--- src/hw/rtl/wtcfs_pkg.sv ---
// Package: types and constants for the weighted three-class FIFO scheduler.
`default_nettype none
package wtcfs_pkg;
	localparam int NUM_CLASSES = 3;

	typedef enum logic [1:0] {
		KIND_INSERT = 2'd0,
		KIND_SERVE  = 2'd1,
		KIND_REMOVE = 2'd2,
		KIND_UNUSED = 2'd3
	} kind_t;

	typedef enum logic [2:0] {
		ST_OK        = 3'd0,
		ST_DUP       = 3'd1,
		ST_FULL      = 3'd2,
		ST_NOT_FOUND = 3'd3,
		ST_INVALID   = 3'd4,
		ST_EMPTY     = 3'd5,
		ST_RENEWED   = 3'd6
	} status_t;

	typedef enum logic [2:0] {
		REG_UPPER = 3'd0,
		REG_LOWER = 3'd1,
		REG_W0    = 3'd2,
		REG_W1    = 3'd3,
		REG_W2    = 3'd4
	} reg_idx_t;

	typedef enum logic [1:0] {
		FSM_IDLE  = 2'd0,
		FSM_SCAN  = 2'd1,
		FSM_SHIFT = 2'd2,
		FSM_OUT   = 2'd3
	} fsm_state_t;

	typedef struct packed {
		logic [1:0]  kind;
		logic [7:0]  age_key;
		logic [31:0] person_id;
	} in_item_t;

	typedef struct packed {
		logic [2:0]  status;
		logic        served_valid;
		logic [31:0] served_id;
		logic [1:0]  served_class;
	} out_item_t;

	// controller to datapath
	typedef struct packed {
		logic load;   // capture command, start scan
		logic step;   // one scan / shift step
		logic finish; // commit result
	} dp_cmd_t;

	// datapath to controller
	typedef struct packed {
		logic need_shift; // command needs compaction
		logic scan_done;
		logic shift_done;
	} dp_stat_t;
endpackage
`default_nettype wire

--- src/hw/rtl/wtcfs_dp.sv ---
// Datapath: queue memory, fill and credit registers, serial scan and compaction.
`default_nettype none
module wtcfs_dp
	import wtcfs_pkg::*;
#(
	parameter int QUEUE_DEPTH = 16,
	parameter int ID_WIDTH    = 32
) (
	input  wire logic        clk,
	input  wire logic        arst_n,
	input  wire in_item_t    in_item,
	input  wire dp_cmd_t     cmd,
	output dp_stat_t         stat,
	output out_item_t        out_item,
	input  wire logic        cfg_we,
	input  wire logic [2:0]  cfg_index,
	input  wire logic [7:0]  cfg_data
);
	localparam int PW = $clog2(QUEUE_DEPTH);
	localparam int FW = $clog2(QUEUE_DEPTH + 1);
	localparam int AW = PW + 2;

	logic [ID_WIDTH-1:0] mem [NUM_CLASSES * (2 ** PW)];

	logic [7:0] upper_q, lower_q;
	logic [2:0] weight_q [NUM_CLASSES];
	logic [FW-1:0] fill_q [NUM_CLASSES];
	logic [2:0] credit_q [NUM_CLASSES];

	logic [1:0]          kind_q;
	logic [1:0]          cls_q;
	logic [ID_WIDTH-1:0] id_q;
	logic [FW-1:0]       pos_q;
	logic                hit_q;
	logic                rd_pend_q;
	logic [2:0]          status_q;
	logic                sv_q;
	logic [ID_WIDTH-1:0] sid_q;
	logic [FW-1:0]       wr_pos_q;
	logic                shifting_q;
	logic [ID_WIDTH-1:0] rdata_q;

	// command decode at load
	logic [1:0] in_cls;
	logic       all_empty;
	logic [1:0] srv_cls;
	logic       srv_any;
	logic [ID_WIDTH-1:0] in_id;

	assign in_id = ID_WIDTH'(in_item.person_id);

	always_comb begin
		if (in_item.age_key > upper_q) in_cls = 2'd0;
		else if (in_item.age_key > lower_q) in_cls = 2'd1;
		else in_cls = 2'd2;
		all_empty = (fill_q[0] == '0) && (fill_q[1] == '0) && (fill_q[2] == '0);
		srv_any = 1'b0;
		srv_cls = 2'd0;
		for (int c = NUM_CLASSES - 1; c >= 0; c--) begin
			if (fill_q[c] != '0 && credit_q[c] < weight_q[c]) begin
				srv_any = 1'b1;
				srv_cls = 2'(c);
			end
		end
	end

	logic [FW-1:0] cur_fill;
	assign cur_fill = fill_q[cls_q];

	logic full_c;
	assign full_c = cur_fill >= FW'(QUEUE_DEPTH);

	// while compacting, the read address runs two entries ahead of the write
	logic [AW-1:0] rd_addr;
	logic [FW-1:0] rd_pos;
	always_comb begin
		rd_pos  = shifting_q ? FW'(wr_pos_q + 2'd2) : pos_q;
		rd_addr = {cls_q, rd_pos[PW-1:0]};
	end

	logic match;
	assign match = rd_pend_q && (rdata_q == id_q);

	logic scan_active;
	assign scan_active = cmd.step && !shifting_q;

	// scan: issue reads for pos below fill, compare against the registered read data
	logic scan_end;
	assign scan_end = (kind_q == KIND_INSERT || kind_q == KIND_REMOVE) && status_q == ST_OK
		&& !hit_q && !match ? (pos_q >= cur_fill && !rd_pend_q) : 1'b1;

	logic found;
	assign found = hit_q || match;

	logic need_shift_c;
	assign need_shift_c = status_q == ST_OK && (kind_q == KIND_SERVE ? sv_q
		: (kind_q == KIND_REMOVE && found));

	always_comb begin
		stat.scan_done  = scan_active && scan_end;
		stat.need_shift = need_shift_c;
		stat.shift_done = shifting_q && cmd.step && (FW'(wr_pos_q + 1'b1) >= cur_fill);
	end

	// serve needs head read: rd_pend set at load via pos 0
	logic [FW-1:0] match_pos;
	assign match_pos = FW'(pos_q - 1'b1);

	always_ff @(posedge clk) begin
		if (cmd.load) begin
			rdata_q <= mem[{(in_item.kind == KIND_SERVE) ? srv_cls : in_cls, {PW{1'b0}}}];
		end else begin
			rdata_q <= mem[rd_addr];
		end
		if (shifting_q && cmd.step && !(FW'(wr_pos_q + 1'b1) >= cur_fill))
			mem[{cls_q, wr_pos_q[PW-1:0]}] <= rdata_q;
		if (cmd.finish && kind_q == KIND_INSERT && status_q == ST_OK && !found && !full_c)
			mem[{cls_q, cur_fill[PW-1:0]}] <= id_q;
	end

	always_ff @(posedge clk) begin
		if (cmd.load) begin
			kind_q    <= in_item.kind;
			id_q      <= in_id;
			pos_q     <= '0;
			hit_q     <= 1'b0;
			rd_pend_q <= 1'b0;
			sv_q      <= 1'b0;
			shifting_q <= 1'b0;
			sid_q     <= '0;
			cls_q     <= in_cls;
			status_q  <= ST_OK;
			unique case (in_item.kind)
				KIND_INSERT: if (in_item.age_key == '0) status_q <= ST_INVALID;
				KIND_SERVE: begin
					if (srv_any) begin
						sv_q  <= 1'b1;
						cls_q <= srv_cls;
						rd_pend_q <= 1'b1;
						pos_q <= FW'(1);
					end else if (all_empty) status_q <= ST_EMPTY;
					else status_q <= ST_RENEWED;
				end
				KIND_REMOVE: begin
					if (all_empty) status_q <= ST_EMPTY;
					else if (in_item.age_key == '0) status_q <= ST_INVALID;
				end
				default: status_q <= ST_INVALID;
			endcase
		end else if (scan_active) begin
			if (kind_q == KIND_SERVE) begin
				if (rd_pend_q) begin
					sid_q     <= rdata_q;
					rd_pend_q <= 1'b0;
					wr_pos_q  <= '0;
					shifting_q <= 1'b1;
				end
			end else if (!scan_end) begin
				rd_pend_q <= pos_q < cur_fill;
				if (pos_q < cur_fill) pos_q <= FW'(pos_q + 1'b1);
			end else begin
				if (match) begin
					hit_q <= 1'b1;
					wr_pos_q <= match_pos;
				end
				rd_pend_q <= 1'b0;
				if (kind_q == KIND_INSERT && status_q == ST_OK) begin
					if (found) status_q <= ST_DUP;
					else if (full_c) status_q <= ST_FULL;
				end else if (kind_q == KIND_REMOVE && status_q == ST_OK && !found)
					status_q <= ST_NOT_FOUND;
				if (kind_q == KIND_REMOVE && found) shifting_q <= 1'b1;
			end
		end else if (shifting_q && cmd.step) begin
			wr_pos_q <= FW'(wr_pos_q + 1'b1);
		end
	end

	always_ff @(posedge clk or negedge arst_n) begin
		if (!arst_n) begin
			upper_q <= 8'd55;
			lower_q <= 8'd40;
			weight_q[0] <= 3'd3;
			weight_q[1] <= 3'd2;
			weight_q[2] <= 3'd1;
			for (int c = 0; c < NUM_CLASSES; c++) begin
				fill_q[c]   <= '0;
				credit_q[c] <= '0;
			end
		end else begin
			if (cfg_we) begin
				unique case (cfg_index)
					REG_UPPER: upper_q     <= cfg_data;
					REG_LOWER: lower_q     <= cfg_data;
					REG_W0:    weight_q[0] <= cfg_data[2:0];
					REG_W1:    weight_q[1] <= cfg_data[2:0];
					REG_W2:    weight_q[2] <= cfg_data[2:0];
					default: ;
				endcase
			end
			if (cmd.finish && status_q == ST_OK) begin
				if (kind_q == KIND_INSERT && !found) begin
					if (!full_c) fill_q[cls_q] <= FW'(cur_fill + 1'b1);
				end else if (kind_q == KIND_SERVE || (kind_q == KIND_REMOVE && found)) begin
					fill_q[cls_q] <= FW'(cur_fill - 1'b1);
					if (kind_q == KIND_SERVE) credit_q[cls_q] <= 3'(credit_q[cls_q] + 1'b1);
				end
			end
			if (cmd.finish && kind_q == KIND_SERVE && status_q == ST_RENEWED)
				for (int c = 0; c < NUM_CLASSES; c++) credit_q[c] <= '0;
		end
	end

	always_comb begin
		out_item.status       = status_q;
		out_item.served_valid = sv_q;
		out_item.served_id    = 32'(sid_q);
		out_item.served_class = sv_q ? cls_q : 2'd0;
	end
endmodule
`default_nettype wire

--- config.mk ---
export PLATFORM = sky130hd
export DESIGN_NAME = wtcfs_dp
export DESIGN_NICKNAME = d
export VERILOG_FILES = /design/src/hw/rtl/wtcfs_pkg.sv /design/src/hw/rtl/wtcfs_dp.sv
export SDC_FILE = /design/constraint.sdc
export NUM_CORES = 2
export LEC_CHECK = 0
export BUFFER_PORTS_ARGS = -buffer_cell sky130_fd_sc_hd__buf_2
export CAP_MARGIN = 20
export CORE_MARGIN = 2
export CORE_UTILIZATION = 50
export DETAILED_ROUTE_END_ITERATION = 8
export PLACE_DENSITY_LB_ADDON = 0.3
export RECOVER_POWER = 25
export SLEW_MARGIN = 20
export SYNTH_ARGS = -nofsm -noshare
export SYNTH_HDL_FRONTEND = slang
export SYNTH_SLANG_ARGS = --single-unit
--- constraint.sdc ---
create_clock -name clk -period 7.4 [get_ports clk]
set_input_delay 0.37 -clock clk [delete_from_list [all_inputs] [get_ports clk]]
set_output_delay 0.37 -clock clk [all_outputs]
set_load 0.02 [all_outputs]
Word level (Yosys, flattened, before mapping):

Memory sizes are Yosys's and may differ from the RTL's.
Index checks and enable logic that the tools add are counted.

* reductions and logical operators: 74
* order comparisons: 11
* eq/ne operators: 19
* bitwise operators: 3
* multiplexer cells: 77
* add/sub/neg operators: 7

Operators by type and width (count)
* $mux W5: 14
* $mux W15: 3
* $mux W9: 5
* $mux W3: 14
* $eq A32 B32 Y1: 1
* $mux W32: 1
* $bwmux W15: 2
* $logic_and A1 B1 Y1: 29
* $mux W1: 21
* $mux W2: 10
* $reduce_bool A2 Y1: 10
* $gt A8 B8 Y1: 2
* $reduce_and A4 Y1: 4
* $add A5 B1 Y5 const B: 3
* $logic_not A5 Y1: 3
* $reduce_bool A5 Y1: 3
* $bmux W5 S2: 1
* $demux W5 S2: 1
* $ge A5 B5 Y1: 2
* $reduce_and A2 Y1: 5
* $reduce_and A5 Y1: 2
* $sub A5 B1 Y5 const B: 2
* $bwmux W9: 1
* $lt A3 B3 Y1: 3
* 30 further kinds: 49

* memories: 1
* register bits after elaboration: 166
* RAM bits: 1536
* output and inout port bits: 41

Memories
* mem: depth 48, bits a word 32, rd ports 2, clocked after memory_dff 0, wr ports 2, RTL line wtcfs_dp.sv:23 `logic [ID_WIDTH-1:0] mem [NUM_CLASSES * (2 ** PW)];`

Longest topological paths before layout:

* word-level depth: 12
* mapped depth: 13

Least setup slack after synthesis:

No wires, ideal clock.

* kind: reg-to-reg
* start point: register cls_q[0]
* end point: memory mem[41][0] (enable)
* path buffers: 1
* required time: 6934 ps
* arrival: 5194 ps
* cell stages (with the launch flop): 13
* path slack: 1740 ps
* setup time: 466 ps
* cells stage by stage: edfxtp_1 -> nor2b_1 -> buf_2 -> a2bb2oi_1 -> inv_2 -> ha_1 -> nand2b_1 -> a21o_1 -> a21o_1 -> a21o_1 -> a2111oi_0 -> nand2_1 -> o21ai_0

RTL lines
* start: declaration: RTL line wtcfs_dp.sv:31 `logic [1:0] cls_q;`
* start signal: assignment: RTL line wtcfs_dp.sv:131 `cls_q <= in_cls;`
* start signal: assignment: RTL line wtcfs_dp.sv:138 `cls_q <= srv_cls;`
* end: declaration: RTL line wtcfs_dp.sv:23

==> results.txt <==
----------------------------------------------------
[Outcome]
  Status ... finished with violations
  Failing checks ... max-capacitance violations, max-slew violations

[Synthesis]
  Most used DFF post-synth ... sky130_fd_sc_hd__edfxtp_1
  Count of flip-flops with a built-in enable after synthesis ... 1,587
  Largest cells by area after synthesis ... sky130_fd_sc_hd__edfxtp_1 (55%), sky130_fd_sc_hd__mux2_2 (19%), sky130_fd_sc_hd__mux4_2 (9.9%)
  Sequential element share of the synthesized area ... 57.62%
  Most numerous cell types in the synthesized netlist ... sky130_fd_sc_hd__edfxtp_1 (1,587), sky130_fd_sc_hd__mux2_2 (1,505), sky130_fd_sc_hd__clkbuf_1 (409)
  Mean instance size in the synthesized netlist ... 16.03 µm²
  Cell accounting for the most synthesized area ... sky130_fd_sc_hd__edfxtp_1
  Yosys warns ... 0
  Ys async rst share ... 2.879%
  Netlist cell types ... 77
  Number of synthesized register bits ... 1,702
  Most numerous cell in the Yosys netlist ... sky130_fd_sc_hd__edfxtp_1
  Post-synthesis instance area ... 87,150 µm²
  Post-synth net total ... 5,538
  Area share of the largest cell type after synthesis ... 54.68%
  Post-synthesis instance total ... between 5,000 and 6,000

[Timing]
  Final hold viol count ... 0
  Number of max-slew violations in the final report ... about 570
  Final setup violating endpoints ... 0
  Setup repair after global routing missed its margin ... false
  Period Utilization, post-route ... 91.33%
  Upper clock frequency limit ... 0.1480 GHz
  Relative slew slack ... -113.3%
  Worst clock skew on the final layout ... 0.02738 ns
  Post-route setup TNS ... 0 ns
  Final min period ... 6.759 ns
  Worst slew pin tran ... 3.199 ns

[Finish]
  Finished Layout Cells ... 7,817
  Layout overhead on the synthesized area ... 10.53%
  Final standard cell area without fillers ... between 90,000 and 100,000 µm²
  Proportion of layout cells with a drive suffix above 1 ... a little under half
  Final layout net count ... about 5,400

[Clock network]
  Bufs on Longest Clock Path ... 3
  Clock sink total ... around 1,700
  Number of clock buffers inserted by TritonCTS ... 180
  Clk pin slew, worst setup/hold paths ... 0.06 ns
  Insertion delay to the later sink of the worst-skew pair ... between 0.8 and 0.9 ns
  Postcts setup bufs ... 0
  Clock tree from TritonCTS ... done
  H-tree depth ... 4
  Count of instances resized after the clock tree is built ... 0
  # hold bufs at CTS ... between 50 and 60
  Cell at the root of the clock tree ... sky130_fd_sc_hd__clkbuf_16

[Place]
  Post-detailed-placement half-perimeter wirelength ... 172,700 µm
  Final estimated routing congestion in global placement ... 1.005
  Cell area after placement ... 90,280 µm²
  Port bufs ... 99
  Instance count after placement with tap cells included ... 7,430

[Global routing]
  Total gr overflow ... 0
  Number of global-route vias before repair ... 50,816
  Global-route usage over all layers ... approximately a third
  Pin count of the biggest net entering global routing ... 99
  Initial antenna violation count ... 17
  Wire length of the first global-routing pass ... 399,000 µm

[Min path]
  Worst hold-check path type ... primary input to flip-flop
  Count of cells along the worst hold path ... 3

[Worst setup path]
  Worst-path fanout max ... 25
  Worst Path Required ... 7.99 ns
  Worst reg2reg path depth ... 7
  Type of origin of the critical path ... flip-flop
  Arrival time at the worst endpoint ... 7.34 ns
  Crit Path Category ... flip-flop to flip-flop
  Endpoint class of the critical path ... flip-flop

[Routing]
  Vias per cell ... 6.738
  Total Routed Length ... 285,800 µm
  Antenna Violating Nets Remaining ... 0
  Total DRC errors in the routed layout ... 0
  Overall via count from detail_route ... 52,671
  Wirelength per Cell ... 36.56 µm
  Iteration count of the initial detailed-routing pass ... 6
  Violation count after the first detailed-routing iteration ... between 8,000 and 9,000

[Die]
  Top-Level Pins ... 100
  Core ar. ... 173,400 µm²
  Die Height ... 421.5 µm
  Std-Cell Rows ... 153
  Effective utilization at floorplan ... 50.25%
  Die Outline Area ... between 150,000 and 200,000 µm²
  Die span in x ... around 420 µm

[Power and ir drop]
  Leakage component of the power ... 31.78 nW
  Total Power Consumption ... just under 30 mW
  Total power per unit cell area ... 306.0 nW/µm²
  IR Drop Worst-Case VDD ... between 0.2 and 0.25 mV

[Run]
  Max-capacitance violation count ... 21

----------------------------------------------------
## metrics by stage
stage                     setup slack [ns]  hold WS, ns  util (%)
after floorplan                      1.740      0.07441         -
after global placement               1.313       0.4393     51.91
after detailed placement             1.416       0.4435     52.05
after CTS                            1.360      0.04287     55.66
after global routing                0.6132      0.09028     55.53
final                               0.6414       0.1245     55.54
## cells by family (layout without fill, tap and decap cells)
family	Yosys count	after routing	synth area share (%)
AOI/OAI and AO/OA	350	350	2.597
xor gates and xnor gates	44	44	0.4422
adders and majority gates	42	42	0.6030
buffers and inverters	720	770	3.671
DFF	1702	1702	57.62
muxes	2146	2146	32.41
other	0	5	0
and+or+nand+nor	433	433	2.655
## critical path: stages, from the launching register on
cell                        delay, ns
sky130_fd_sc_hd__edfxtp_1        0.68
sky130_fd_sc_hd__nor2b_1         0.20
sky130_fd_sc_hd__clkbuf_1        0.61
sky130_fd_sc_hd__a2bb2oi_1       0.47
sky130_fd_sc_hd__nor3_1          2.28
sky130_fd_sc_hd__nor3b_1         1.27
sky130_fd_sc_hd__buf_4           0.58
sky130_fd_sc_hd__mux2_2          0.39
## report_power, final
group          internal [mW]  switching [mW]
clock network           5.03            3.96
logic                   3.60            4.70
registers               11.7           0.428
total                   20.4            9.09
## flip-flops by register name (all words and copies together), names as in the netlist, 2 cells and up, named ones only
signal,cells
cls_q,2
rdata_q,32
fill_q,12
weight_q,9
credit_q,9
wr_pos_q,5
lower_q,8
upper_q,8
sid_q,32
kind_q,2
id_q,32
mem,1536
status_q,3
pos_q,5
## path summary, 6_finish.rpt
check | start | to | slack (ns)
max | cls_q[1] | mem[19][9] | 0.64
max reg2reg | cls_q[1] | mem[19][9] | 0.64
max in group asynchronous | arst_n | lower_q[6] | 4.81
min | in_item[32] | status_q[2] | 0.12
min in group asynchronous | arst_n | fill_q[3] | 1.02
min reg2reg | sid_q[21] | sid_q[21] | 0.45
## layer usage
metal | routed length [µm] | vias to the layer above | track usage [%]
li1 | - | 21156 | -
met1 | 107300 | 27598 | 43.46
met2 | 128000 | 3347 | 47.65
met3 | 33260 | 568 | 7.160
met4 | 17270 | 2 | 16.57
met5 | 13 | - | 0
## layout by cell type, fill, tap and decap left out, drive strengths merged, types with 72 or more instances in the layout
master	instances
o21ai	72
buf	251
mux2	1559
clkbuf	319
mux2i	203
a21oi	82
inv	75
mux4	384
edfxtp	1587
nand2	197
## cell type report
type	instances	area, µm²
sequential	1702	50260
clock buffer	247	4964
clock inverter	83	778.2
fill	13739	77110
timing repair buffer	374	2834
antenna	5	12.51
multi-input combinational	3015	34320
inverter	66	247.7
tap	2325	2909
No activity file was read; power rests on OpenSTA's default activity.
