==> src/hw/rtl/wtcfs_pkg.sv <==
// Package: types and constants for the weighted three-class FIFO scheduler.
`default_nettype none
package wtcfs_pkg;
	localparam int NUM_CLASSES = 3;

	typedef enum logic [1:0] {
		KIND_INSERT = 2'd0,
		KIND_SERVE  = 2'd1,
		KIND_REMOVE = 2'd2,
		KIND_UNUSED = 2'd3
	} kind_t;

	typedef enum logic [2:0] {
		ST_OK        = 3'd0,
		ST_DUP       = 3'd1,
		ST_FULL      = 3'd2,
		ST_NOT_FOUND = 3'd3,
		ST_INVALID   = 3'd4,
		ST_EMPTY     = 3'd5,
		ST_RENEWED   = 3'd6
	} status_t;

	typedef enum logic [2:0] {
		REG_UPPER = 3'd0,
		REG_LOWER = 3'd1,
		REG_W0    = 3'd2,
		REG_W1    = 3'd3,
		REG_W2    = 3'd4
	} reg_idx_t;

	typedef enum logic [1:0] {
		FSM_IDLE  = 2'd0,
		FSM_SCAN  = 2'd1,
		FSM_SHIFT = 2'd2,
		FSM_OUT   = 2'd3
	} fsm_state_t;

	typedef struct packed {
		logic [1:0]  kind;
		logic [7:0]  age_key;
		logic [31:0] person_id;
	} in_item_t;

	typedef struct packed {
		logic [2:0]  status;
		logic        served_valid;
		logic [31:0] served_id;
		logic [1:0]  served_class;
	} out_item_t;

	// controller to datapath
	typedef struct packed {
		logic load;   // capture command, start scan
		logic step;   // one scan / shift step
		logic finish; // commit result
	} dp_cmd_t;

	// datapath to controller
	typedef struct packed {
		logic need_shift; // command needs compaction
		logic scan_done;
		logic shift_done;
	} dp_stat_t;
endpackage
`default_nettype wire

==> src/hw/rtl/wtcfs_ctrl.sv <==
// Controller state machine of the scheduler.
`default_nettype none
module wtcfs_ctrl
	import wtcfs_pkg::*;
(
	input  wire logic     clk,
	input  wire logic     arst_n,
	input  wire logic     in_valid,
	output logic          in_stall,
	output logic          out_valid,
	input  wire logic     out_stall,
	output dp_cmd_t       cmd,
	input  wire dp_stat_t stat
);
	fsm_state_t state_q, state_d;

	always_ff @(posedge clk or negedge arst_n) begin
		if (!arst_n) state_q <= FSM_IDLE;
		else state_q <= state_d;
	end

	always_comb begin
		state_d   = state_q;
		cmd       = '0;
		in_stall  = 1'b1;
		out_valid = 1'b0;
		unique case (state_q)
			FSM_IDLE: begin
				in_stall = 1'b0;
				if (in_valid) begin
					cmd.load = 1'b1;
					state_d  = FSM_SCAN;
				end
			end
			FSM_SCAN: begin
				cmd.step = 1'b1;
				if (stat.scan_done) state_d = stat.need_shift ? FSM_SHIFT : FSM_OUT;
				if (stat.scan_done && !stat.need_shift) cmd.finish = 1'b1;
			end
			FSM_SHIFT: begin
				cmd.step = 1'b1;
				if (stat.shift_done) begin
					cmd.finish = 1'b1;
					state_d    = FSM_OUT;
				end
			end
			FSM_OUT: begin
				out_valid = 1'b1;
				if (!out_stall) state_d = FSM_IDLE;
			end
			default: state_d = FSM_IDLE;
		endcase
	end
endmodule
`default_nettype wire

==> config.mk <==
export PLATFORM = sky130hd
export DESIGN_NAME = wtcfs_ctrl
export DESIGN_NICKNAME = d
export VERILOG_FILES = /design/src/hw/rtl/wtcfs_pkg.sv /design/src/hw/rtl/wtcfs_ctrl.sv
export SDC_FILE = /design/constraint.sdc
export NUM_CORES = 1
export LEC_CHECK = 0
export BUFFER_PORTS_ARGS = -buffer_cell sky130_fd_sc_hd__clkbuf_2
export CAP_MARGIN = 0
export CORE_AREA = 5 5 42 44
export CTS_BUF_LIST = sky130_fd_sc_hd__clkbuf_8
export CTS_CLUSTER_SIZE = 30
export DETAILED_ROUTE_END_ITERATION = 7
export DIE_AREA = 0 0 47 49
export HOLD_SLACK_MARGIN = 0.03
export PLACE_DENSITY = 0.47
export SLEW_MARGIN = 5
export SYNTH_ARGS = -nofsm -noshare
export SYNTH_HDL_FRONTEND = slang
export SYNTH_SLANG_ARGS = --single-unit
export TNS_END_PERCENT = 100
==> constraint.sdc <==
create_clock -name clk -period 1.44 [get_ports clk]
set_clock_uncertainty 0.15 [all_clocks]
set_input_delay 0.432 -clock clk [delete_from_list [all_inputs] [get_ports clk]]
set_output_delay 0.432 -clock clk [all_outputs]
set_load 0.01 [all_outputs]
* Word-level counts from Yosys, hierarchy flattened *
Index checks and enable logic that the tools add are counted.

word-level totals
  flip-flop bits (word level) = 2
  output and inout bits = 5
  word-level logic and storage cells = 25

cells by class
  equality and inequality tests = 7
  mux-type cells = 13
  reductions and logical operators = 4

operators with widths
  kind                                            count
  two-way mux 2 bit                               4
  != test 2 bit (second input constant)           4
  case mux 2 bit (4 select lines)                 1
  two-way mux 1 bit                               7
  == test 2 bit (second input constant)           2
  case mux 2 bit (2 select lines)                 1
  AND reduction 4 bit                             1
  == test 2 x 1 -> 1 bit (second input constant)  1
  zero test 2 bit                                 1
  logical AND 1 bit                               1
  zero test 1 bit                                 1

* Longest topological paths before layout *
Gate-level depths: netlist (run 1).

  word-level depth = 4
  mapped depth = 6
  gate-level depth less buffers = 6

* Worst setup path before layout (run 1) *
OpenSTA, ideal clock, no wires.

  path kind = reg2out
  start = register state_q[1]
  end = output port cmd[0] in the netlist's numbering
  arrival = 1062 ps
  required time = 858 ps
  setup slack = -204 ps
  stages on the path, launching flop included = 6
  path buffers = 0
  path through = dfrtp_1 -> inv_1 -> ha_1 -> nor2b_1 -> a22oi_1 -> nor2b_1

RTL lines
  what                    RTL line          source
  from (decl)             wtcfs_ctrl.sv:15  fsm_state_t state_q, state_d;
  from (signal assigned)  wtcfs_ctrl.sv:19  else state_q <= state_d;
  to (decl)               wtcfs_ctrl.sv:12  output dp_cmd_t cmd,

==> results.toml, run 1 <==
[outcome]
status = "complete, but fails checks"
violations = "negative setup slack"

[sta]
finalCriticalPeriod_ns = 1.85
fin_ws_ns = -0.407
tightestPinTransition_ns = 0.253
finalHoldViolations = 0
max_freq_ghz = 0.541
period_share_pct = 128
rsz0062_at_grt = "yes"
report.final.slew_viol_count = 0
maxSlewHeadroom_pct = 83.0
finalSetupViolCount = 7

[synth]
synth_top_area_share_pct = 29.9
ys_ff_latch = 2
netlist_area_um2 = 251
synth_nets = 37
synth_top_area_cell = "ha_1"
synthAdderAreaFrac_pct = 29.9
syn_inst = 24
yosys_warnings = 0
synth_ff_type = "dfrtp_1"
synth-edff-count = 0
synth.most_common_cell = "ha_1"
synth_top_family_by_area = "adder cells"
synth_cell_types = 14
yosys-top-cells-area = "ha_1 (30%), dfrtp_1 (20%), o2111ai_4 (10%), nand2b_2 (7.0%), mux2_4 (6.0%)"
synthSimpleGateAreaFrac_pct = 17.4
synth_compound_area_share_pct = 19.4
synth_xor_area_share_pct = 0
avgSynthCellArea_um2 = 10.5
ys_seq_area_share_pct = 19.9
synth.area.mux_share_pct = 5.97
async_reset_ff_share_pct = 100

[setup_path]
critPathArrivalTime_ns = 1.27
crit_required_ns = 0.86
startpoint = "state_q[1]$_DFFE_PN0P_"
cp_max_fo = 3
timing.rr.start = "state_q[0]$_DFFE_PN0P_"
timing.rr.end = "state_q[0]$_DFFE_PN0P_"
end_kind = "primary output"
r2r_slack_ns = -0.26
path_class = "reg -> out"
start_kind = "flop"
ff2ff_path_depth = 7

[clocking]
cts_tree = "built"
clk_latency_ns = 0.21
cts.clk_slew.worst_paths_ns = 0.03
cts_buffers = 3
clockBufferDepth = 2
cts-root-buf = "clkbuf_8"
h-tree-depth = 1
clock_sinks = 2

[drt]
vias = 256
drt-total-wl_um = 784
antenna_left = 0
drc = 0
dr.pass1.iters = 4
avgViaCountPerCell = 3.88
initialDrtViolationCount = 3
wl_per_cell_um = 11.9

[global_routing]
grt_pass1_wl_um = 1290
overflow = 0
grt_max_degree = 5
antenna_found_initial = 0
grt_pass1_vias = 298
grt_usage_pct = 8.57

[hold_path]
hp-class = "in -> async"

[die]
initial_utilization_pct = 17.9
core_mm2 = 0.00140
io_pins = 12
die-width_um = 47
dieArea_mm2 = 0.00230
fp.dieH_um = 49
rows = 14

[layout]
top_register = "state_q"
diodes = 0
largest_register_ffs = 2
reg_top3 = "state_q (2)"
nNetsFinal = 64
multi_input_area_um2 = 250
fillCellCount = 155
finish.utilization_pct = 38.2
area.growth.synth_to_final_pct = 113
area.sequential_um2 = 51.3
drive_gt1_share_pct = 82.0

[power]
p_leak_nw = 0.262
p_per_area_mw_per_mm2 = 2410
ir_worst_vdd_v = 0.000708
power.total_mw = 1.29

[placed_design]
place_ws_ns = -0.231
port-buffer-count = 11
hpwlAfterDp_um = 524
gp_congestion = 0.680

[run]
cap_violations = 0
==> stage by stage <==
step | cells | hold slack (ns) | instance area (um2) | TNS [ns]
2_1_floorplan | 24 | -0.0136 | 280 | -0.280
3_3_place_gp | 56 | 0.0717 | 405 | -1.06
3_5_place_dp | 56 | 0.0718 | 405 | -0.985
4_1_cts | 66 | 0.382 | 533 | -2.12
5_1_grt | 66 | 0.401 | 536 | -2.46
6_report | 66 | 0.390 | 536 | -2.09
==> layer usage <==
layer  track usage, %  vias up  routed length (um)
li1                 -      132                   -
met1             8.08      115                 266
met2             14.5        7                 453
met3             3.32        2                  47
met4             5.53        0                  16
met5                0        -                   0
==> critical path: stages, from the launching register on <==
cell      delay [ns]
dfrtp_1         0.40
inv_2           0.11
ha_4            0.12
nor2b_4         0.13
a22oi_2         0.06
nor2b_2         0.10
clkbuf_2        0.13
==> cell families (layout without fill, tap and decap cells) <==
logic type / Yosys count / in the layout
AOI/OAI and AO/OA: 4 / 4
adders and majority gates: 6 / 6
buffers and inverters: 4 / 30
muxes: 1 / 1
and+or+nand+nor: 7 / 7
DFF: 2 / 2
==> layout by cell type (no fill, tap or decap) <==
| master | n |
|---|---|
| a22oi_2 | 1 |
| and2_1 | 1 |
| buf_4 | 10 |
| buf_6 | 2 |
| clkbuf_2 | 10 |
| clkbuf_8 | 3 |
| dfrtp_1 | 1 |
| dfrtp_2 | 1 |
| dlygate4sd3_1 | 1 |
| ha_1 | 2 |
| ha_2 | 1 |
| ha_4 | 3 |
| inv_1 | 1 |
| inv_2 | 3 |
| mux2_4 | 1 |
| nand2_4 | 1 |
| nand2b_2 | 1 |
| nand2b_4 | 1 |
| nor2_1 | 1 |
| nor2b_2 | 1 |
| nor2b_4 | 1 |
| o2111ai_4 | 1 |
| o31ai_1 | 2 |
==> timing repair <==
item	4_1_cts	5_1_grt
pin swaps	3	3
resized for setup	10	2
endpoints found under the setup margin	7	7
setup buffers	6	2
hold buffers	1	0
cloned	0	0
hold endpoints to repair	2	0
==> worst max path at each step <==
stage,end,cells past startpoint,slack (ns)
floorplan,cmd[0],5,-0.10
global placement,state_q[0]$_DFFE_PN0P_,6,-0.23
detailed placement,cmd[0],6,-0.23
CTS,cmd[0],6,-0.41
global route,cmd[0],6,-0.45
finish,cmd[0],6,-0.41
==> power breakdown <==
part           internal [mW]  switching, mW
clock network          0.181         0.0483
registers             0.0922         0.0384
logic                  0.531          0.399
total                  0.804          0.485
==> layout make-up <==
class                           instances  area share, %
Clock buffer                            3           7.71
Clock inverter                          1          0.701
Inverter                                3           2.10
Multi-Input combinational cell         18           46.7
Sequential cell                         2           9.58
Tap cell                               16           3.74
Timing Repair Buffer                   23           29.4
No activity file was read; power rests on OpenSTA's default activity.
==> run 2: changes to the inputs <==
--- a/config.mk
+++ b/config.mk
@@ -13,9 +13,9 @@
 export DETAILED_ROUTE_END_ITERATION = 7
 export DIE_AREA = 0 0 47 49
 export HOLD_SLACK_MARGIN = 0.03
-export PLACE_DENSITY = 0.47
+export PLACE_DENSITY = 0.45
 export SLEW_MARGIN = 5
 export SYNTH_ARGS = -nofsm -noshare
 export SYNTH_HDL_FRONTEND = slang
 export SYNTH_SLANG_ARGS = --single-unit
-export TNS_END_PERCENT = 100
+export TNS_END_PERCENT = 20
==> constraint.sdc (replaced) <==
create_clock -name clk -period 1.9 [get_ports clk]
set_clock_uncertainty 0.15 [all_clocks]
set_input_delay 0.57 -clock clk [delete_from_list [all_inputs] [get_ports clk]]
set_output_delay 0.57 -clock clk [all_outputs]
set_load 0.01 [all_outputs]
==> run 2 against run 1 <==
The flow still finishes with violations (negative setup slack); clock power shrank 27%; cell count is 9.1% lower; clock-buffer cell count stayed put; non-clock buffer count decreased by 5; worst setup slack better by 0.31 ns; via count fell by 8.2%; critical path type unchanged; largest cell class unchanged.
==> results.toml, run 2 (synthesis results as in run 1) <==
[sta]
tightestPinTransition_ns = 0.225
fin_setup_tns_ns = -0.0983
hold_ws_ns = 0.508
finalCriticalPeriod_ns = 2.00
finalSetupViolCount = 1
finalHoldViolations = 0
fin_ws_ns = -0.0983
maxSlewHeadroom_pct = 84.9
report.final.slew_viol_count = 0
period_share_pct = 105
rsz0062_at_grt = "yes"
max_freq_ghz = 0.500

[clocking]
h-tree-depth = 1
cts_tree = "built"
cts-root-buf = "clkbuf_8"
clk_latency_ns = 0.21
cts_buffers = 3
cts.clk_slew.worst_paths_ns = 0.03
clockBufferDepth = 2
clock_sinks = 2

[layout]
area.sequential_um2 = 50.0
multi_input_area_um2 = 240
area.growth.synth_to_final_pct = 96.0
top_register = "state_q"
reg_top3 = "state_q (2)"
largest_register_ffs = 2
mostFrequentLayoutCells = "clkbuf_2 (9), buf_6 (4), buf_4 (4)"
nNetsFinal = 59
layout_commonest_cell = "clkbuf_2"
diodes = 0
drive_gt1_share_pct = 75.0
fillCellCount = 152

[global_routing]
met3_usage_pct = 2.95
use_met2_pct = 8.60
overflow = 0
grt_pass1_vias = 241
grt_pass1_wl_um = 972
busiest_layer = "met2"
grt_max_degree = 5
grt_util_met1_pct = 6.17
antenna_found_initial = 0
grt_usage_pct = 6.27

[power]
clkPwrFrac_pct = 18.5
p_sw_uw = 330
power.total_uw = 902
p_int_uw = 573
p_per_area_mw_per_mm2 = 1830
p_seq_share_pct = 10.2
combPwrFrac_pct = 71.2
switching_share_pct = 36.5
p_leak_nw = 0.230
ir_worst_vdd_v = 0.000847

[placed_design]
place_ws_ns = -0.00808
gp_congestion = 0.636
hpwlAfterDp_um = 463
port-buffer-count = 11

[die]
fp.dieH_um = 49
dieArea_mm2 = 0.00230
die-width_um = 47
core_mm2 = 0.00140
io_pins = 12
initial_utilization_pct = 17.9
rows = 14

[hold_path]
hp-class = "reg -> reg"

[drt]
antenna_left = 0
vias = 235
drc = 0
drt-total-wl_um = 592
dr.pass1.iters = 1
initialDrtViolationCount = 0
wl_per_cell_um = 9.87
avgViaCountPerCell = 3.92

[run]
cap_violations = 0

[setup_path]
critPathArrivalTime_ns = 1.28
crit_required_ns = 1.18
cp_max_fo = 3
path_class = "reg -> out"
end_kind = "primary output"
start_kind = "flop"

[outcome]
violations = "negative setup slack"
status = "complete, but fails checks"
-- run 2: routing by layer --
layer | vias to the layer above | share of wire [%]
li1 | 119 | -
met1 | 102 | 42
met2 | 12 | 43
met3 | 2 | 12
met4 | 0 | 2.9
met5 | - | 0
-- run 2: worst paths after layout --
path | start | end | slack, ns | depth (start not counted)
min in group asynchronous | arst_n | state_q[1]$_DFFE_PN0P_ | 0.52 | 2
worst min-delay path | state_q[1]$_DFFE_PN0P_ | state_q[1]$_DFFE_PN0P_ | 0.51 | 2
worst min register to register | state_q[1]$_DFFE_PN0P_ | state_q[1]$_DFFE_PN0P_ | 0.51 | 2
worst max-delay path | state_q[0]$_DFFE_PN0P_ | cmd[0] | -0.1 | 5
worst max register to register | state_q[0]$_DFFE_PN0P_ | state_q[0]$_DFFE_PN0P_ | 0.29 | 6
max in group asynchronous | arst_n | state_q[0]$_DFFE_PN0P_ | 0.98 | 2
-- run 2: final cells by class --
cell class              instances  share of cell area, %
repair buffers                 18                   26.4
multi-input cells              18                   48.7
well taps                      16                   4.06
clock buffers                   3                   8.38
inverters                       3                   2.28
flip-flops and latches          2                   10.2
-- run 2: power by group through the flow --
stage,registers (mW),clock network (mW),logic [mW]
finish,0.0921,0.167,0.643
global route,0.0938,0.185,0.709
CTS,0.0872,0.175,0.547
detailed placement,0.0817,0,0.455
global placement,0.0819,0,0.458
floorplan,0.0929,0,0.315
-- run 2: critical path: stages (launching register included) --
cell	delay, ns
dfrtp_1	0.41
ha_4	0.17
nor2b_4	0.12
a22oi_2	0.19
nor2b_4	0.06
buf_6	0.12
-- run 2: what timing repair did --
| action | in CTS | in global routing |
|---|---|---|
| buffers inserted | 2 | 1 |
| cloned | 0 | 0 |
| hold buffers | 1 | 0 |
| endpoints found under the hold margin | 2 | 0 |
| pin swaps | 1 | 1 |
| setup endpoints to repair | 3 | 2 |
| gates resized for setup | 9 | 8 |
-- run 2: through the flow --
step                      cells  instance area, um2  util [%]
final                        60                 493      35.2
after global routing         60                 493      35.2
after CTS                    59                 443      31.6
after detailed placement     53                 342      24.4
after global placement       53                 342      24.4
after floorplan              24                 251         -
==> run 3: changes to the inputs <==
--- a/config.mk
+++ b/config.mk
@@ -13,7 +13,6 @@
 export DETAILED_ROUTE_END_ITERATION = 7
 export DIE_AREA = 0 0 47 49
 export HOLD_SLACK_MARGIN = 0.03
-export PLACE_DENSITY = 0.45
 export SLEW_MARGIN = 5
 export SYNTH_ARGS = -nofsm -noshare
 export SYNTH_HDL_FRONTEND = slang
==> constraint.sdc (replaced) <==
create_clock -name clk -period 2.35 [get_ports clk]
set_clock_uncertainty 0.15 [all_clocks]
set_input_delay 0.705 -clock clk [delete_from_list [all_inputs] [get_ports clk]]
set_output_delay 0.705 -clock clk [all_outputs]
set_load 0.01 [all_outputs]
==> run 3 against run 2 <==
The flow now finishes without violations; critical path depth is 1 higher; via count is 14% lower; clock-buffer cell count stayed put; highest routed layer is now met3; global-route usage is 1.3 points lower; register-to-register slack better by 0.43 ns; sequential share of layout area is 3.6 points higher; worst setup slack better by 0.24 ns; worst hold slack worse by 0.38 ns; sequential power is 11% lower; non-clock buffer count is 7 lower; largest cell class unchanged.
==> results.toml, run 3 (synthesis results as in run 1) <==
[outcome]
status = "finished clean"

[setup_path]
path_class = "reg -> out"
timing.rr.end = "state_q[0]$_DFFE_PN0P_"
start_kind = "flop"
end_kind = "primary output"
timing.rr.start = "state_q[0]$_DFFE_PN0P_"
r2r_slack_ns = 0.72
ff2ff_path_depth = 6
cp_max_fo = 5
critPathArrivalTime_ns = 1.35
crit_required_ns = 1.49

[drt]
vias = 203
initialDrtViolationCount = 0
avgViaCountPerCell = 3.83
dr.pass1.iters = 1
wl_per_cell_um = 9.19
antenna_left = 0
drc = 0
drt-total-wl_um = 487

[clocking]
cts_tree = "built"
cts-root-buf = "clkbuf_8"
cts_buffers = 3
h-tree-depth = 1
clk_latency_ns = 0.21
clockBufferDepth = 2
cts.clk_slew.worst_paths_ns = 0.03
clock_sinks = 2

[sta]
period_share_pct = 94.0
rsz0062_at_grt = "no"
finalCriticalPeriod_ns = 2.21
tightestPinTransition_ns = 0.219
hold_ws_ns = 0.126
finalHoldViolations = 0
finalSetupViolCount = 0
maxSlewHeadroom_pct = 85.3
fin_setup_tns_ns = 0
max_freq_ghz = 0.453
report.final.slew_viol_count = 0

[layout]
top_register = "state_q"
mostFrequentLayoutCells = "clkbuf_2 (11), ha_1 (6), clkbuf_8 (3)"
diodes = 0
area.growth.synth_to_final_pct = 44.3
nNetsFinal = 52
fillCellCount = 163
finish.utilization_pct = 25.9
fin_cells = 53
layout_commonest_cell = "clkbuf_2"
largest_register_ffs = 2
drive_gt1_share_pct = 56.8
reg_top3 = "state_q (2)"

[die]
dieArea_mm2 = 0.00230
initial_utilization_pct = 17.9
die-width_um = 47
rows = 14
io_pins = 12
fp.dieH_um = 49
core_mm2 = 0.00140

[power]
ir_worst_vdd_v = 0.000315
p_leak_nw = 0.184
power.total_uw = 521
p_per_area_mw_per_mm2 = 1440

[global_routing]
grt_usage_pct = 5.00
grt_pass1_wl_um = 821
antenna_found_initial = 0
grt_max_degree = 7
grt_pass1_vias = 219
overflow = 0

[run]
cap_violations = 0

[placed_design]
placedCellCount = 50
port-buffer-count = 11
hpwlAfterDp_um = 427
gp_congestion = 0.618

[hold_path]
hp-class = "in -> async"
## run 3: worst max path at each step
stage,from,to,cells past startpoint
floorplan,stat[2],cmd[0],3
detailed placement,stat[2],cmd[0],5
global placement,stat[2],cmd[0],5
CTS,state_q[1]$_DFFE_PN0P_,cmd[0],6
global route,state_q[1]$_DFFE_PN0P_,cmd[0],6
finish,state_q[1]$_DFFE_PN0P_,cmd[0],6
## run 3: stage by stage
step	area, um2	setup WS (ns)
finish	363	0.141
global route	363	0.00933
CTS	360	0.0764
detailed placement	319	0.231
global placement	319	0.233
floorplan	251	0.396
## run 3: routing by layer
layer | wire length, um | vias up | track usage (%) | share of wire, %
li1 | - | 105 | - | -
met1 | 176 | 92 | 5.05 | 36
met2 | 249 | 6 | 6.79 | 51
met3 | 60 | 0 | 2.21 | 12
met4 | 0 | 0 | 5.53 | 0
met5 | 0 | - | 0 | 0
## run 3: what timing repair did
item	4_1_cts	5_1_grt
hold buffers	0	0
gates resized for setup	0	2
buffers inserted	0	0
setup endpoints to repair	0	1
## run 3: power by group
group | switching [mW] | internal [mW] | total [mW]
sequential | 0.0276 | 0.0546 | 0.0823
combinational | 0.152 | 0.154 | 0.306
clock | 0.0251 | 0.108 | 0.133
total | 0.205 | 0.317 | 0.521
## run 3: final cells by class
class                   instances  area, um2  area share [%]
clock buffers                   3       41.3            11.4
inverters                       3       11.3            3.10
multi-input cells              18        185            51.0
flip-flops and latches          2       50.0            13.8
well taps                      16       20.0            5.52
repair buffers                 11       55.1            15.2
## run 3: critical path, stage by stage (launching register included)
cell      delay, ns
dfrtp_1        0.41
inv_2          0.08
ha_1           0.17
nor2b_2        0.15
a22oi_1        0.14
nor2b_1        0.06
clkbuf_2       0.12
